==> src/sv/nfgc_pkg.sv <==
// ----------------------------------------------------------------------------
// nfgc_pkg
// Shared types and constants for the nearest free grid cell search block.
// ----------------------------------------------------------------------------
package nfgc_pkg;

    // field widths
    localparam int COORD_W = 8;
    localparam int DIM_W   = 9;
    localparam int INDEX_W = 16;
    localparam int DIST_W  = 2 * DIM_W + 1;

    // occupancy codes
    localparam logic signed [7:0] CELL_UNKNOWN  = -8'sd1;
    localparam logic signed [7:0] CELL_OCCUPIED = 8'sd100;
    localparam logic signed [7:0] CELL_FREE     = 8'sd0;

    // request kinds
    localparam logic REQ_WRITE = 1'b0;
    localparam logic REQ_QUERY = 1'b1;

    // result status codes
    localparam logic [1:0] ST_REACHABLE    = 2'd0;
    localparam logic [1:0] ST_RELOCATED    = 2'd1;
    localparam logic [1:0] ST_NO_FREE      = 2'd2;
    localparam logic [1:0] ST_OUT_OF_RANGE = 2'd3;

    // configuration register indexes
    localparam int CFG_IDX_W = 1;
    localparam logic [CFG_IDX_W-1:0] CFG_GRID_WIDTH  = 1'd0;
    localparam logic [CFG_IDX_W-1:0] CFG_GRID_HEIGHT = 1'd1;

    typedef logic signed [7:0] cell_t;

    typedef struct packed {
        logic                 req_type;
        logic [INDEX_W-1:0]   cell_index;
        cell_t                cell_value;
        logic [COORD_W-1:0]   target_col;
        logic [COORD_W-1:0]   target_row;
    } req_t;

    typedef struct packed {
        logic [COORD_W-1:0]   result_col;
        logic [COORD_W-1:0]   result_row;
        logic [1:0]           status;
    } rsp_t;

    // control from the sequencer to the distance unit
    typedef struct packed {
        logic                 clear;
        logic                 sample;
        logic [DIM_W-1:0]     row;
        logic [DIM_W-1:0]     col;
    } dist_ctl_t;

    // best candidate held by the distance unit
    typedef struct packed {
        logic                 found;
        logic [DIM_W-1:0]     row;
        logic [DIM_W-1:0]     col;
    } dist_res_t;

endpackage

==> src/sv/nfgc_dist_unit.sv <==
// ----------------------------------------------------------------------------
// nfgc_dist_unit
// Shared squared distance and compare unit that keeps the best free cell.
// ----------------------------------------------------------------------------
module nfgc_dist_unit
    import nfgc_pkg::*;
(
    input  logic               clk,
    input  logic               rst_n,
    input  dist_ctl_t          ctl,
    input  logic [COORD_W-1:0] tgt_col,
    input  logic [COORD_W-1:0] tgt_row,
    output dist_res_t          res
);

    logic              found_reg, found_next;
    logic [DIST_W-1:0] best_reg, best_next;
    logic [DIM_W-1:0]  row_reg, row_next;
    logic [DIM_W-1:0]  col_reg, col_next;

    logic [DIM_W-1:0]    tr_ext, tc_ext;
    logic [DIM_W-1:0]    drow, dcol;
    logic [2*DIM_W-1:0]  sq_row, sq_col;
    logic [DIST_W-1:0]   cand_dist;

    // absolute differences and squared distance of the candidate
    always_comb
    begin
        tr_ext    = {1'b0, tgt_row};
        tc_ext    = {1'b0, tgt_col};
        drow      = (ctl.row > tr_ext) ? (ctl.row - tr_ext) : (tr_ext - ctl.row);
        dcol      = (ctl.col > tc_ext) ? (ctl.col - tc_ext) : (tc_ext - ctl.col);
        sq_row    = (2*DIM_W)'(drow) * (2*DIM_W)'(drow);
        sq_col    = (2*DIM_W)'(dcol) * (2*DIM_W)'(dcol);
        cand_dist = DIST_W'(sq_row) + DIST_W'(sq_col);
    end

    // strict compare keeps the first cell on a tie
    always_comb
    begin
        found_next = found_reg;
        best_next  = best_reg;
        row_next   = row_reg;
        col_next   = col_reg;
        if (ctl.clear)
        begin
            found_next = 1'b0;
        end
        else if (ctl.sample && (!found_reg || cand_dist < best_reg))
        begin
            found_next = 1'b1;
            best_next  = cand_dist;
            row_next   = ctl.row;
            col_next   = ctl.col;
        end
    end

    always_ff @(posedge clk or negedge rst_n)
    begin
        if (!rst_n)
        begin
            found_reg <= 1'b0;
        end
        else
        begin
            found_reg <= found_next;
        end
    end

    always_ff @(posedge clk)
    begin
        best_reg <= best_next;
        row_reg  <= row_next;
        col_reg  <= col_next;
    end

    assign res.found = found_reg;
    assign res.row   = row_reg;
    assign res.col   = col_reg;

endmodule

==> config.mk <==
export PLATFORM = sky130hd
export DESIGN_NAME = nfgc_dist_unit
export DESIGN_NICKNAME = d
export VERILOG_FILES = /design/src/sv/nfgc_pkg.sv /design/src/sv/nfgc_dist_unit.sv
export SDC_FILE = /design/constraint.sdc
export NUM_CORES = 1
export LEC_CHECK = 0
export ABC_AREA = 1
export ABC_CLOCK_PERIOD_IN_PS = 4490
export BUFFER_PORTS_ARGS = -buffer_cell sky130_fd_sc_hd__buf_4
export CAP_MARGIN = 10
export CELL_PAD_IN_SITES_DETAIL_PLACEMENT = 2
export CELL_PAD_IN_SITES_GLOBAL_PLACEMENT = 2
export CORE_ASPECT_RATIO = 0.75
export CORE_UTILIZATION = 25
export DETAILED_ROUTE_END_ITERATION = 8
export HOLD_SLACK_MARGIN = 0.1
export MAX_ROUTING_LAYER = met4
export PLACE_DENSITY_LB_ADDON = 0.2
export SLEW_MARGIN = 20
export SYNTH_ARGS = -nofsm -noshare
export SYNTH_HDL_FRONTEND = slang
export SYNTH_SLANG_ARGS = --single-unit
==> constraint.sdc <==
create_clock -name clk -period 4.49 [get_ports clk]
set_input_delay 0.898 -clock clk [delete_from_list [all_inputs] [get_ports clk]]
set_output_delay 0.898 -clock clk [all_outputs]
set_load 0.01 [all_outputs]
==> results of run 1 <==
[synthesized netlist by cell type, types with 4 or more instances]
cell      instances
buf_4             9
xnor2_1          12
nor2_2           13
nand2_1         127
edfxtp_1         37
xor2_1           27
nand3_1          28
inv_1           268
a31oi_1           4
fa_1            105
nand4_1           5
nor2_4            7
nor2_1           65
o21a_1            4
nor3_1            5
nand3_2           5
ha_1            106
a21oi_1          36
nand2_4           7
nand2_2          10
inv_2            11
o21ai_0          16
[through the flow]
step	cells	TNS, ps	hold slack, ps	setup slack [ps]	instance area (um^2)
6_report	1671	-178100	334.6	-3990	13020
3_5_place_dp	1598	-206990	674.0	-4564	10870
2_1_floorplan	943	-166510	523.4	-3770	8442
3_3_place_gp	1598	-194200	674.4	-4260	10870
4_1_cts	1637	-172610	326.7	-3842	11820
5_1_grt	1671	-192600	323.0	-4299	13020
[final cells by class]
class | count | area share [%]
flip-flops and latches | 38 | 8.729
repair buffers | 335 | 21.90
well taps | 399 | 3.836
clock inverters | 3 | 0.3076
multi-input cells | 612 | 55.53
inverters | 279 | 8.739
clock buffers | 5 | 0.9614
[repair_timing]
item	4_1_cts	5_1_grt
resized for setup	102	231
endpoints found under the setup margin	52	52
cloned	4	1
hold buffers	0	0
pin swaps	35	92
setup buffers	28	38
[worst reg2reg max path: stages (launching register included)]
cell and delay [ps]:
edfxtp_1 320, inv_1 40, ha_1 300, a21oi_1 150
nor3_1 60, a211oi_1 330, o21ai_1 180, nand2_1 160
nand3_4 100, a21oi_4 210, buf_12 130, buf_12 140
buf_12 140
[routing by layer]
metal	track usage (%)	part of all wire (%)	vias up
met5	-	0	-
met3	2.013	2.8	20
met2	31.35	50	74
li1	-	-	3490
met1	24.73	46	3724
met4	2.523	1.1	0
[kinds of logic after synthesis]
family	Yosys count	synth area share, %
DFF	38	14.39
adders and majority gates	211	43.43
and+or+nand+nor	276	16.45
xor gates and xnor gates	39	4.327
buffers and inverters	294	14.72
AOI/OAI and AO/OA	85	6.673
[worst min path at each step]
| stage | to | slack [ps] | cells after the start |
|---|---|---|---|
| floorplan | found_reg$_DFFE_PN0P_ | 520 | 2 |
| global placement | found_reg$_DFFE_PN0P_ | 670 | 1 |
| detailed placement | found_reg$_DFFE_PN0P_ | 670 | 1 |
| CTS | found_reg$_DFFE_PN0P_ | 330 | 1 |
| global route | found_reg$_DFFE_PN0P_ | 320 | 1 |
| finish | found_reg$_DFFE_PN0P_ | 330 | 1 |
==> run_results.csv, run 1 <==
group,metric,value,unit
timing,setup_violations,52,
critical_path,crit_path_top_delay_cell,"fa_1",
grt,antenna_found_initial,0,
run_status,status,"finished with violations",
route,wl_per_cell,18.40,um
layout,layout_common_cells,"281 x buf_4, 210 x inv_1, 93 x fa_1",
critical_path,r2r_cells,12,
floorplanning,coreArea,30620,um^2
synthesis,synth-seq-cells,38,
floorplanning,start_util,25.78,%
timing,fin_crit_sh,188.9,%
layout,antennaDiodeCount,0,
critical_path,cpLargestDelayFamily,"adder cells",
critical_path,r2r-end,"row_reg[3]$_DFFE_PP_",
run_status,violations,"setup timing",
synthesis,synth_nets,1192,
floorplanning,die_w,207.2,um
clock_network,htree_num_levels,2,
synthesis,synth_warnings,0,
critical_path,rr_startpoint,"best_reg[4]$_DFFE_PP_",
placed_design,routabilityCongestion,0.8452,
synthesis,synth_area_per_cell,8.371,um^2
timing,hold_viol,0,
clock_network,cts_tree,"done",
synthesis,ys_seq_area_share,14.39,%
clock_network,clk-insertion-delay-late,320,ps
clock_network,clk_path_buf_depth,2,
layout,largest_register_ffs,19,
synthesis,synth_edf_count,37,
flow_run,drv_cap,0,
placed_design,hpwl,22790,um
critical_path,end_kind,"flop",
layout,final_common_cell,"buf_4",
floorplanning,fp-row-count,55,
grt,grt-ovfl-total,0,
route,drt-total-wl,30740,um
critical_path,crit_arrival,8510,ps
grt,grt_pass1_wl,44870,um
route,drc,0,
timing,clock_skew,13.23,ps
route,vias,7308,
grt,grt_pass1_vias,8232,
critical_path,crit_top_cell,"inv_2",
route,first_pass_iters,4,
layout,drive_gt1_share,52.75,%
timing,slew_headroom,73.37,%
synthesis,synthFlopType,"edfxtp_1",
route,drtIter0Drc,177,
min_path,hp-class,"in -> async",
synthesis,synth_area_leaders,"fa_1 27%, ha_1 17%, edfxtp_1 14%, inv_1 13%, nand2_1 6.0%",
critical_path,crit_type,"in -> reg",
clock_network,cts.clk_slew.worst_paths,80,ps
layout,nFillCells,3319,
floorplanning,io_pins,57,
timing,final_max_slew_viol_count,0,
layout,seq_area,1136,um^2
synthesis,synth_top_area_share,26.63,%
clock_network,numCtsBuffers,5,
layout,final_util,42.50,%
timing,finalCriticalPeriod,8480,ps
clock_network,cts.sink_count,38,
floorplanning,dieArea,32300,um^2
grt,track_usage,18.63,%
grt,grt_max_degree,13,
clock_network,root_buffer,"clkbuf_16",
layout,nNetsFinal,1520,
floorplanning,die_h,155.9,um
synthesis,synth_top_cell_by_area,"fa_1",
synthesis,synth_cells,943,
timing,setup_slack,-3990,ps
critical_path,worstPathRequired,4520,ps
critical_path,critical_path_depth,46,
layout,areaGrowthSynthToFinish,64.88,%
timing,rsz0062_at_grt,"true",
critical_path,crit_fanout,5,
critical_path,critPathLaunch,"ctl[11]",
synthesis,synthesis.area,7894,um^2
synthesis,ys_types,41,
timing,fmax,0.1179,GHz
critical_path,critPathLaunchType,"primary input",
critical_path,critPathBufInv,16,
synthesis,ys_async_sr_fraction,2.632,%
route,ant_nets,0,
placed_design,numPortBuffers,56,
route,viasPerCell,4.373,
timing,tightest_slew,397.1,ps
critical_path,reg2reg_slack,1940,ps
critical_path,max_stage_delay,580,ps
layout,multi_input_area,7227,um^2
critical_path,crit_end,"row_reg[3]$_DFFE_PP_",
Power of run 1 is not shown: default switching activity piles up to over one toggle a cycle in this logic, so the estimate is an artifact.
==> run 2, diff against run 1 <==
--- a/config.mk
+++ b/config.mk
@@ -17,6 +17,7 @@
 export HOLD_SLACK_MARGIN = 0.1
 export MAX_ROUTING_LAYER = met4
 export PLACE_DENSITY_LB_ADDON = 0.2
+export REMOVE_ABC_BUFFERS = 1
 export SLEW_MARGIN = 20
 export SYNTH_ARGS = -nofsm -noshare
 export SYNTH_HDL_FRONTEND = slang
==> run_results.csv, run 2 (synthesis results as in run 1) <==
group,metric,value,unit
run_status,status,"finished with violations",
run_status,violations,"setup timing",
critical_path,crit_fanout,7,
timing,fin_crit_sh,191.0,%
critical_path,cpLargestDelayFamily,"adder cells",
floorplanning,fp-row-count,55,
layout,nFillCells,3251,
placed_design,dp_slack,-4835,ps
grt,use_met1,25.44,%
placed_design,hpwl,22590,um
timing,final_max_slew_viol_count,0,
clock_network,root_buffer,"clkbuf_16",
clock_network,htree_num_levels,2,
route,ant_nets,0,
clock_network,clk_path_buf_depth,2,
layout,seq_area,1136,um^2
timing,clock_skew,11.03,ps
timing,setup_violations,52,
timing,holdWs,329.3,ps
timing,finalCriticalPeriod,8578,ps
layout,areaGrowthSynthToFinish,68.84,%
floorplanning,die_h,155.9,um
route,drc,0,
flow_run,drv_cap,0,
clock_network,cts_tree,"done",
grt,grt-ovfl-total,0,
grt,grt_pass1_vias,9060,
floorplanning,coreArea,30620,um^2
critical_path,critPathBufInv,12,
layout,antennaDiodeCount,0,
clock_network,clk-insertion-delay-late,320,ps
route,wl_per_cell,19.72,um
timing,rsz0062_at_grt,"true",
route,vias,7492,
critical_path,crit_type,"in -> reg",
critical_path,crit_path_top_delay_cell,"fa_1",
clock_network,numCtsBuffers,5,
critical_path,max_stage_delay,580,ps
layout,largest_register_ffs,19,
grt,antenna_found_initial,0,
placed_design,numPortBuffers,56,
grt,grt_max_degree,14,
timing,tightest_slew,425.3,ps
critical_path,critPathLaunchType,"primary input",
layout,final_util,43.52,%
route,drtIter0Drc,212,
timing,hold_viol,0,
timing,slew_headroom,71.48,%
grt,busiest_layer,"met2",
route,drt-total-wl,33380,um
timing,fmax,0.1166,GHz
grt,track_usage,21.49,%
critical_path,end_kind,"flop",
grt,met2_usage,39.43,%
layout,nNetsFinal,1542,
min_path,hp-class,"in -> async",
timing,setup_slack,-4088,ps
grt,grt_pass1_wl,51080,um
placed_design,routabilityCongestion,0.8208,
clock_network,postCtsHoldBufs,0,
layout,multi_input_area,7306,um^2
floorplanning,die_w,207.2,um
floorplanning,io_pins,57,
floorplanning,start_util,25.78,%
floorplanning,dieArea,32300,um^2
layout,layout_common_cells,"280 x buf_4, 197 x inv_1, 90 x fa_1",
layout,drive_gt1_share,56.18,%
clock_network,cts.clk_slew.worst_paths,90,ps
critical_path,worstPathRequired,4520,ps
grt,use_met3,2.093,%
layout,final_common_cell,"buf_4",
route,first_pass_iters,6,
route,viasPerCell,4.425,
clock_network,cts.sink_count,38,
critical_path,crit_arrival,8610,ps
run 2: cell count changes in the layout (fill, tap and decap cells not counted), moves of 10 or more:
cell	delta
buf_6	+22
ha_4	+13
inv_1	-13
ha_1	-11
inv_2	+10
nand2_2	+10
run 2: what timing repair did:
item,CTS,global route
setup endpoints to repair,52,52
resized for setup,402,119
buffers inserted,78,19
gates cloned,4,0
pin swaps,183,96
run 2: worst register-to-register path, delay by kind of cell (launching register included):
family / cells / cell delay [ps]
AND/OR/NAND/NOR: 3 / 280
adder cells (fa/ha/maj): 1 / 230
buffers and inverters: 3 / 350
flip-flops: 1 / 370
AO/OA/AOI/OAI: 4 / 860
run 2: final timing paths:
check                                      start                     to  slack (ps)  depth (start not counted)
max                                       ctl[2]   row_reg[3]$_DFFE_PP_       -4090                         42
max reg2reg                best_reg[4]$_DFFE_PP_   row_reg[3]$_DFFE_PP_        2090                         11
min in group clk           found_reg$_DFFE_PN0P_  found_reg$_DFFE_PN0P_         680                          2
min                                        rst_n  found_reg$_DFFE_PN0P_         330                          1
min reg2reg                found_reg$_DFFE_PN0P_  found_reg$_DFFE_PN0P_         680                          2
max in group asynchronous                  rst_n  found_reg$_DFFE_PN0P_        4080                          1
run 2: layout make-up:
cell class,instances,share of cell area (%)
clock buffers,5,0.9388
well taps,399,3.746
multi-input cells,612,54.82
flip-flops and latches,38,8.524
repair buffers,357,23.09
clock inverters,3,0.5163
inverters,279,8.365
run 2: through the flow:
step           cell area, um^2  cells  TNS [ps]
3_3_place_gp             10410   1605   -214500
6_report                 13330   1693   -185190
3_5_place_dp             10410   1605   -220750
5_1_grt                  13330   1693   -197260
4_1_cts                  12890   1689   -171210
2_1_floorplan             7779    928   -237180
run 2: layer usage:
metal  vias up  share of wire [%]
met5         -                  0
met4         0                1.9
met3        35                2.7
met2        95                 53
met1      3841                 43
li1       3521                  -
Power of run 2 is left out for the same reason.
